<file path="src/design/pecc_pkg.sv">
`timescale 1ns / 1ps
package pecc_pkg;

	// Input command codes.
	localparam logic [1:0] CMD_LOAD_A = 2'd0;
	localparam logic [1:0] CMD_LOAD_B = 2'd1;
	localparam logic [1:0] CMD_CHECK  = 2'd2;
	localparam logic [1:0] CMD_UNUSED = 2'd3;

	// Configuration register indexes.
	localparam logic [1:0] REG_EXT_A_X = 2'd0;
	localparam logic [1:0] REG_EXT_A_Y = 2'd1;
	localparam logic [1:0] REG_EXT_B_X = 2'd2;
	localparam logic [1:0] REG_EXT_B_Y = 2'd3;

	localparam int EXT_BITS = 31;

	// Datapath operations issued by the controller.
	typedef enum logic [3:0] {
		OP_NONE    = 4'd0,
		OP_BOX     = 4'd1,
		OP_RD_A    = 4'd2,
		OP_RD_B    = 4'd3,
		OP_SEG     = 4'd4,
		OP_MUL     = 4'd5,
		OP_SUB     = 4'd6,
		OP_NEXT_X  = 4'd7
	} op_t;

	// Command bundle from controller to datapath.
	typedef struct packed {
		op_t        op;
		logic [1:0] cross_sel;
		logic       capture;
	} dp_cmd_t;

	// Status bundle from datapath to controller.
	typedef struct packed {
		logic box_hit;
		logic seg_overlap;
		logic straddle_hit;
	} dp_stat_t;

endpackage

</file>
<file path="src/design/pecc_ctrl.sv">
`timescale 1ns / 1ps
module pecc_ctrl #(
	parameter int IDX_BITS = 8,
	parameter int CNT_BITS = 9
) (
	input  logic                     clk,
	input  logic                     arst_n,
	input  logic                     start,
	input  logic [CNT_BITS-1:0]      count_a,
	input  logic [CNT_BITS-1:0]      count_b,
	input  pecc_pkg::dp_stat_t       stat,
	input  logic                     res_free,
	output pecc_pkg::dp_cmd_t        cmd,
	output logic [IDX_BITS-1:0]      idx_a,
	output logic [IDX_BITS-1:0]      idx_b,
	output logic                     busy,
	output logic                     done,
	output logic                     hit
);

	typedef enum logic [7:0] {
		ST_IDLE  = 8'b0000_0001,
		ST_BOX   = 8'b0000_0010,
		ST_RDA   = 8'b0000_0100,
		ST_RDB   = 8'b0000_1000,
		ST_SEG   = 8'b0001_0000,
		ST_MUL   = 8'b0010_0000,
		ST_SUB   = 8'b0100_0000,
		ST_DONE  = 8'b1000_0000
	} state_t;

	state_t state_q;
	logic [IDX_BITS-1:0] i_q, k_q;
	logic [1:0] cr_q;
	logic hit_q;
	logic last_i, last_k;

	// Segment i exists while i+1 < count.
	assign last_i = ((CNT_BITS+1)'(i_q) + (CNT_BITS+1)'(2)) >= (CNT_BITS+1)'(count_a);
	assign last_k = ((CNT_BITS+1)'(k_q) + (CNT_BITS+1)'(2)) >= (CNT_BITS+1)'(count_b);

	assign idx_a = i_q;
	assign idx_b = k_q;
	assign busy  = (state_q != ST_IDLE);
	assign done  = (state_q == ST_DONE) && res_free;
	assign hit   = hit_q;

	// Command decode per state.
	always_comb begin
		cmd = '{op: pecc_pkg::OP_NONE, cross_sel: cr_q, capture: 1'b0};
		unique case (state_q)
			ST_BOX: cmd.op = pecc_pkg::OP_BOX;
			ST_RDA: cmd.op = pecc_pkg::OP_RD_A;
			ST_RDB: cmd.op = pecc_pkg::OP_RD_B;
			ST_SEG: cmd.op = pecc_pkg::OP_SEG;
			ST_MUL: cmd.op = pecc_pkg::OP_MUL;
			ST_SUB: cmd.op = pecc_pkg::OP_SUB;
			default: cmd.op = pecc_pkg::OP_NONE;
		endcase
	end

	// Pair walk sequencer.
	always_ff @(posedge clk or negedge arst_n) begin
		if (!arst_n) begin
			state_q <= ST_IDLE;
			i_q <= '0;
			k_q <= '0;
			cr_q <= '0;
			hit_q <= 1'b0;
		end else begin
			unique case (state_q)
				ST_IDLE: begin
					if (start) begin
						state_q <= ST_BOX;
						i_q <= '0;
						k_q <= '0;
						hit_q <= 1'b0;
					end
				end
				ST_BOX: begin
					if (!stat.box_hit || count_a < CNT_BITS'(2) || count_b < CNT_BITS'(2))
						state_q <= ST_DONE;
					else
						state_q <= ST_RDA;
				end
				ST_RDA: state_q <= ST_RDB;
				ST_RDB: state_q <= ST_SEG;
				ST_SEG: begin
					cr_q <= '0;
					if (stat.seg_overlap)
						state_q <= ST_MUL;
					else if (last_k && last_i)
						state_q <= ST_DONE;
					else begin
						if (last_k) begin
							k_q <= '0;
							i_q <= i_q + IDX_BITS'(1);
						end else
							k_q <= k_q + IDX_BITS'(1);
						state_q <= ST_RDA;
					end
				end
				ST_MUL: state_q <= ST_SUB;
				ST_SUB: begin
					if (cr_q != 2'd3) begin
						cr_q <= cr_q + 2'd1;
						state_q <= ST_MUL;
					end else if (stat.straddle_hit) begin
						hit_q <= 1'b1;
						state_q <= ST_DONE;
					end else if (last_k && last_i)
						state_q <= ST_DONE;
					else begin
						if (last_k) begin
							k_q <= '0;
							i_q <= i_q + IDX_BITS'(1);
						end else
							k_q <= k_q + IDX_BITS'(1);
						state_q <= ST_RDA;
					end
				end
				ST_DONE: if (res_free) state_q <= ST_IDLE;
				default: state_q <= ST_IDLE;
			endcase
		end
	end

endmodule

</file>
<file path="config.mk">
export PLATFORM = sky130hd
export DESIGN_NAME = pecc_ctrl
export DESIGN_NICKNAME = d
export VERILOG_FILES = /design/src/design/pecc_pkg.sv /design/src/design/pecc_ctrl.sv
export SDC_FILE = /design/constraint.sdc
export NUM_CORES = 1
export LEC_CHECK = 0
export CAP_MARGIN = 30
export CORE_MARGIN = 5
export CORE_UTILIZATION = 55
export CTS_BUF_LIST = sky130_fd_sc_hd__clkbuf_16
export CTS_CLUSTER_SIZE = 16
export DETAILED_ROUTE_END_ITERATION = 8
export DONT_BUFFER_PORTS = 1
export HOLD_SLACK_MARGIN = 0.1
export PLACE_DENSITY = 0.7
export SYNTH_ARGS = -nofsm -noshare
export SYNTH_HDL_FRONTEND = slang
export SYNTH_SLANG_ARGS = --single-unit
</file>
<file path="constraint.sdc">
create_clock -name clk -period 3.7 [get_ports clk]
set_clock_uncertainty 0.2 [all_clocks]
set_input_delay 0.37 -clock clk [delete_from_list [all_inputs] [get_ports clk]]
set_output_delay 0.37 -clock clk [all_outputs]
set_load 0.03 [all_outputs]
</file>
==> summary.txt, run 1 <==
Outcome
  – Run status: complete, no violations

Route
  – Final WL: 5.57 mm
  – Initial DRC count: 85
  – DR pass1 iterations: 4
  – Vias after detailed routing: 2085
  – DRC errors left: 0
  – Post-route ant nets: 0
  – Wire per inst: 16.6 microns
  – Via density: 6.21

Die
  – Core Area: 4030 sq um
  – Starting Density: 57.5%
  – Ports: 51
  – Num rows: 23
  – Die Y: 74.9 microns
  – Die Area: 5610 sq um
  – Die Wd: 74.9 microns

Placement
  – Port Buffers: 0
  – Gpl congestion: 0.847
  – Post-place setup slack: 233 ps
  – Cells after DPL: 328
  – HPWL Detailed: 4.39 mm

Final layout
  – Non-filler cells, final: 336
  – # diodes: 0
  – Share of layout cells above drive strength 1: 10.8%
  – Area Growth Syn to Fin: 10.9%
  – Nets: 335

Synth
  – Sequential area share after synthesis: 29.2%
  – Compound-Gate Fraction of Synth Area: 20.0%
  – Post-synth design cell area: 2320 sq um
  – Synthesized flop and latch total: 27
  – Post-Synth Simple-Gate Area: 25.3%
  – Main flop type after synthesis: dfrtp_1
  – Ys async rst share: 100%
  – Syn. warnings: 0
  – Synth Instances: 271
  – Xor-xnor portion of the synthesized cell area: 3.78%
  – Mux share of post-synthesis cell area: 1.30%
  – Adder-cell share of the synthesized area: 12.4%
  – Synth cell types: 55
  – Mean area per synthesized cell: 8.55 sq um
  – Main combinational cell family by area after synthesis: simple AND/OR/NAND/NOR gates
  – EDFF count, synth: 0

Flow run
  – Max-cap violations: 0

Setup path
  – Critical-path maximum fanout: 14
  – CP required: 3680 ps
  – Worst Setup End Kind: register
  – Worst Path Arrival: 3460 ps
  – Reg2reg start: idx_b[1]
  – CP Class: reg -> reg
  – Critical path origin: idx_b[1]
  – Startpoint types: register

Timing
  – Final period utilization: 94.1%
  – Worst hold slack: 126 ps
  – Final Max Slew Viols: 0
  – RSZ-0062 raised after global routing: false
  – Tmin final: 3480 ps
  – Max-slew headroom: 50.0%
  – Final setup fails: 0
  – Setup TNS: 0 ps
  – Worst-margin pin slew: 740 ps
  – Setup WS post-layout: 219 ps
  – Fmax: 287 MHz
  – Final-report hold violation count: 0

Power and ir drop
  – Sw frac: 42.5%
  – Clock power frac: 23.6%
  – P_int: 0.000598 W
  – Total power: 0.00104 W
  – Sequential share of power: 33.3%
  – Max rail drop VDD: 484 uV
  – Logic pwr share: 43.1%
  – Pwr/cell area: 405 nW/um^2
  – Sw power: 0.000442 W
  – Leak Pwr: 1.19 nW

CTS
  – Reg clk slew, reported paths: 70 ps
  – Clock tree buffer depth: 2
  – CTS Sinks: 27
  – Worst skew pair latency: 260 ps
  – CTS tree: done
  – CTS Root Cell: clkbuf_16
  – H-tree Lvls: 1
  – Post-CTS setup buffer count: 0
  – CTS buffer count: 3

Global route
  – Gr usage total: 21.0%
  – Global-route wire length before repair: 9.09 mm
  – Initial antenna violation count: 0
  – Largest net degree at the start of global routing: 28
  – Vias in the first global route: 2025
  – Global route overflow: 0

Min path
  – HP Start: stat[0]
  – Hold Crit Class: in -> reg
-- synthesized netlist by cell type, drive strengths merged, types with 3 or more instances --
cell type   n  area, sq um
xor2        4         35.0
nand4       5         31.3
dfrtp      26          651
o221ai      3         26.3
a21oi      20          111
o31ai       6         45.0
mux2i       3         30.0
nor3        3         15.0
nand3      21          118
xnor2       6         52.6
inv        31          116
nor4        5         46.3
buf         6         50.0
o2111ai     6         52.6
a211oi      3         22.5
and3        5         31.3
ha         23          288
nand2b      4         25.0
or4         7         52.6
nand3b      4         30.0
clkbuf      3         11.3
o21ai      10         53.8
a31oi       3         18.8
nor2       15         58.8
nand2      19         81.3
-- cell usage in the layout (no fill, tap or decap), drive strengths merged, types with 2 or more instances in the layout --
cell type | synthesis | final
ha | 23 | 23
xnor2 | 6 | 6
nor3 | 3 | 3
clkinv | 1 | 2
o31ai | 6 | 6
or4 | 7 | 7
and2 | 2 | 2
a41o | 2 | 2
and4 | 2 | 2
nor2b | 2 | 2
o221ai | 3 | 3
and3 | 5 | 5
xor2 | 4 | 4
a311oi | 2 | 2
inv | 31 | 31
a211oi | 3 | 3
a31oi | 3 | 3
a21oi | 20 | 20
or3 | 2 | 2
mux2i | 3 | 3
nor2 | 15 | 15
nand4 | 5 | 5
nand3 | 21 | 21
o22ai | 2 | 2
conb | 1 | 2
nor4 | 5 | 5
dfrtp | 26 | 26
nor4b | 2 | 2
nand2b | 4 | 4
clkbuf | 3 | 3
buf | 6 | 16
o2111ai | 6 | 6
o21ai | 10 | 10
nand3b | 4 | 4
a311o | 2 | 2
nand2 | 19 | 19
dlygate4sd3 | 0 | 3
nor3b | 2 | 2
-- power groups by stage --
stage	combinational [W]	clock, W	sequential (W)
6_report	0.000448	0.000246	0.000347
5_1_grt	0.000489	0.000265	0.000348
4_1_cts	0.000444	0.000254	0.000345
3_5_place_dp	0.000434	0	0.000351
3_3_place_gp	0.000428	0	0.000350
2_1_floorplan	0.000349	0	0.000366
-- worst paths after layout --
kind / to / slack (ps) / cells past startpoint
max: idx_b[4] / 220 / 11
min: state_q[7] / 130 / 2
max reg2reg: idx_b[4] / 220 / 11
min reg2reg: idx_b[3] / 410 / 2
max in group asynchronous: state_q[0] / 2710 / 2
min in group asynchronous: idx_a[6] / 350 / 2
-- critical path, stage by stage, from the launching register on --
cell     delay [ps]
dfrtp_1         390
ha_1            260
and3_1          250
and3_1          240
xnor2_1         140
ha_1            280
and4_1          210
nor3b_2         170
a311o_1         360
o21ai_2         420
nor2_1          260
a31oi_1         200
-- kinds of logic after synthesis --
group | count (synthesis)
compound gates | 65
xor+xnor | 10
fa+ha+maj | 23
buf+inv | 41
flops | 27
mux | 3
other cells | 1
simple gates | 101
-- registers in the layout, summed over array words and instances (netlist names) --
| register | count |
|---|---|
| hit | 1 |
| cr_q | 2 |
| state_q | 8 |
| idx_a | 8 |
| idx_b | 8 |
-- layer usage --
layer | GRT usage [%] | vias to the layer above | routed length (microns)
met5 | 0 | - | 0
met4 | 7.11 | 0 | 82
met3 | 4.54 | 9 | 367
met2 | 36.5 | 65 | 2820
met1 | 25.8 | 972 | 2300
li1 | - | 1039 | -
-- stage by stage --
stage               instance area [sq um]  utilization [%]
floorplan                            2320                -
detailed placement                   2430             60.4
finish                               2570             63.8
CTS                                  2560             63.6
global placement                     2430             60.4
global route                         2570             63.8
-- layout make-up --
| class | instances | area (sq um) |
|---|---|---|
| clock buffers | 3 | 75.1 |
| clock inverters | 1 | 5.00 |
| fillers | 348 | 1460 |
| inverters | 32 | 120 |
| multi-input cells | 204 | 1470 |
| flip-flops and latches | 27 | 677 |
| well taps | 50 | 62.6 |
| repair buffers | 19 | 163 |
-- repair_timing --
action                                  4_1_cts  5_1_grt
hold buffers                                  4        0
endpoints found under the setup margin        0        1
hold endpoints to repair                     31        0
gates resized for setup                       0        1
Note: power is estimated with default switching activity, not from simulation.
==> run 2, diff against run 1 <==
Settings changed: CELL_PAD_IN_SITES_DETAIL_PLACEMENT from default to 2, CELL_PAD_IN_SITES_GLOBAL_PLACEMENT from default to 2, CORE_UTILIZATION 55 to 38, PLACE_DENSITY 0.7 to default, PLACE_DENSITY_LB_ADDON from default to 0.1.
==> run 2 against run 1 <==
Cell area is 2.5% higher. Wire length is 31% higher. Setup slack better by 8.2 ps. Highest routed layer unchanged. Sequential power hardly changed. Hold slack worse by 16 ps. Combinational power is 9.2% higher. Sequential cell count stayed put. Die area is 38% higher. First-iteration DRC count is 26% lower.
==> summary.txt, run 2 (synthesis results as in run 1) <==
Outcome
  – Run status: complete, no violations

Die
  – Die Area: 7760 sq um (+38%)
  – Ports: 51 (unchanged)
  – Die Y: 88.1 microns (+18%)
  – Num rows: 28 (+22%)
  – Core Area: 5920 sq um (+47%)
  – Starting Density: 39.1% (-18 points)
  – Die Wd: 88.1 microns (+18%)

Final layout
  – Area Growth Syn to Fin: 13.7%
  – Commonest non-fill, non-tap cell in the layout: inv_1
  – Nets: 339 (+1.2%)
  – Fill count: 667 (+92%)
  – Share of layout cells above drive strength 1: 12.1% (+1.2 points)
  – # diodes: 0 (unchanged)
  – Leading cell types in the layout, fill and taps excluded: inv_1, dfrtp_1, ha_1

Flow run
  – Max-cap violations: 0 (unchanged)

CTS
  – CTS Sinks: 27 (unchanged)
  – Worst skew pair latency: 270 ps (about the same)
  – CTS buffer count: 3 (unchanged)
  – Reg clk slew, reported paths: 80 ps (about the same)
  – CTS Root Cell: clkbuf_16
  – H-tree Lvls: 1 (unchanged)
  – CTS tree: done
  – Post-CTS setup buffer count: 0 (unchanged)
  – Clock tree buffer depth: 2 (unchanged)

Setup path
  – Reg2reg start: idx_b[1]
  – Worst Setup End Kind: register
  – Startpoint types: register
  – CP required: 3690 ps (about the same)
  – CP max stage delay: 450 ps (+30 ps)
  – Bufs and invs on worst path: 1 (+1)
  – R2r endpoint: idx_b[7]
  – Worst Path Arrival: 3460 ps (about the same)
  – CP Class: reg -> reg
  – Reg2Reg Depth: 12 (+1)
  – Reg-to-reg slack, setup: 230 ps (about the same)
  – Crit-path slowest cell: o21ai_2
  – Top delay family on crit path: compound AO/OA/AOI/OAI gates
  – Crit path cell chain: ha_1 -> and3_1 -> and3_1 -> xnor2_1 -> ha_1 -> and4_1 -> nor3b_2 -> a311o_1 -> o21ai_2 -> nor2_1 -> buf_4 -> a21oi_1
  – Critical-path maximum fanout: 14 (unchanged)

Min path
  – Hold path depth: 3 (+1)
  – Hold endpoint: hit
  – HP Start: start
  – Hold Crit Class: in -> reg

Timing
  – Tmin final: 3470 ps (-8.18 ps)
  – Max-slew headroom: 39.5% (-10 points)
  – Final Max Slew Viols: 0 (unchanged)
  – Final period utilization: 93.9% (-0.22 points)
  – Final-report hold violation count: 0 (unchanged)
  – Setup TNS: 0 ps (unchanged)
  – Final setup fails: 0 (unchanged)
  – RSZ-0062 raised after global routing: false
  – Worst-margin pin slew: 894 ps (+155 ps)
  – Fmax: 288 MHz (+0.24%)
  – Setup WS post-layout: 227 ps (+8.18 ps)

Route
  – DRC errors left: 0 (unchanged)
  – Vias after detailed routing: 2185 (+4.8%)
  – Initial DRC count: 63 (-26%)
  – Post-route ant nets: 0 (unchanged)
  – Wire per inst: 20.0 microns (+21%)
  – Final WL: 7.32 mm (+31%)
  – DR pass1 iterations: 4 (unchanged)
  – Via density: 5.99 (-3.5%)

Global route
  – Vias in the first global route: 2378 (+17%)
  – Initial antenna violation count: 0 (unchanged)
  – Global-route wire length before repair: 12.0 mm (+32%)
  – GR Layer Usage met1: 24.2% (-1.6 points)
  – M3 GR Usage: 3.76% (-0.78 points)
  – Global route hottest layer: met2
  – Global route overflow: 0 (unchanged)
  – Largest net degree at the start of global routing: 28 (unchanged)
  – Global routing met2 resource utilization: 36.2% (-0.30 points)
  – Gr usage total: 19.9% (-1.2 points)

Placement
  – Port Buffers: 0 (unchanged)
  – Gpl congestion: 0.782 (-7.6%)
  – HPWL Detailed: 5.76 mm (+31%)
  – Post-place setup slack: 165 ps (-67.7 ps)

Power and ir drop
  – Pwr/cell area: 418 nW/um^2 (+3.3%)
  – Max rail drop VDD: 251 uV (-48%)
  – Leak Pwr: 1.21 nW (+1.5%)
-- run 2: metal layers --
| layer | share of wire [%] | wire length [microns] |
|---|---|---|
| met1 | 43 | 3140 |
| met2 | 52 | 3810 |
| met3 | 3.9 | 288 |
| met4 | 1.1 | 79 |
| met5 | 0 | 0 |
-- run 2: worst reg2reg max path: stages, from the launching register on --
cell,delay (ps)
dfrtp_1,390
ha_1,210
and3_1,240
and3_1,270
xnor2_1,150
ha_1,290
and4_1,210
nor3b_2,180
a311o_1,380
o21ai_2,450
nor2_1,90
buf_4,190
a21oi_1,150
-- run 2: cell type report --
class                      instances  area [sq um]  share of cell area (%)
inverter                          32           120                    4.56
clock buffer                       3          75.1                    2.85
tap                               75          93.8                    3.56
timing repair buffer              23           193                    7.32
sequential                        27           677                    25.7
multi-input combinational        204          1470                    55.7
clock inverter                     1          7.51                   0.285
-- run 2: timing repair --
action / 4_1_cts / 5_1_grt
gates resized for setup: 0 / 1
endpoints found under the setup margin: 0 / 2
hold buffers: 4 / 0
hold endpoints to repair: 30 / 0
-- run 2: how the worst max path moves through the flow --
stage                        start       end  slack [ps]  cells after the start
after floorplan           idx_b[2]  idx_b[4]         130                     12
after global placement    idx_b[2]  idx_a[7]         260                     11
after detailed placement  idx_b[1]  idx_a[3]         160                     11
after CTS                 idx_b[1]  idx_a[3]         120                     11
after global routing      idx_b[1]  idx_b[6]          20                     12
final                     idx_b[1]  idx_b[7]         230                     12
-- run 2: through the flow --
stage / total power, W / hold WS (ps) / area, sq um / instances / util, %
finish: 0.00110 / 110 / 2630 / 365 / 44.5
global route: 0.00117 / 115 / 2630 / 365 / 44.5
floorplan: 0.000715 / -126 / 2320 / 272 / -
global placement: 0.000809 / -124 / 2490 / 357 / 42.1
CTS: 0.00111 / 107 / 2630 / 365 / 44.4
detailed placement: 0.000829 / -125 / 2490 / 357 / 42.1
-- run 2: power by group --
part           internal (W)  switching [W]
Combinational      0.000141       0.000348
Sequential         0.000321      0.0000260
Clock              0.000148       0.000118
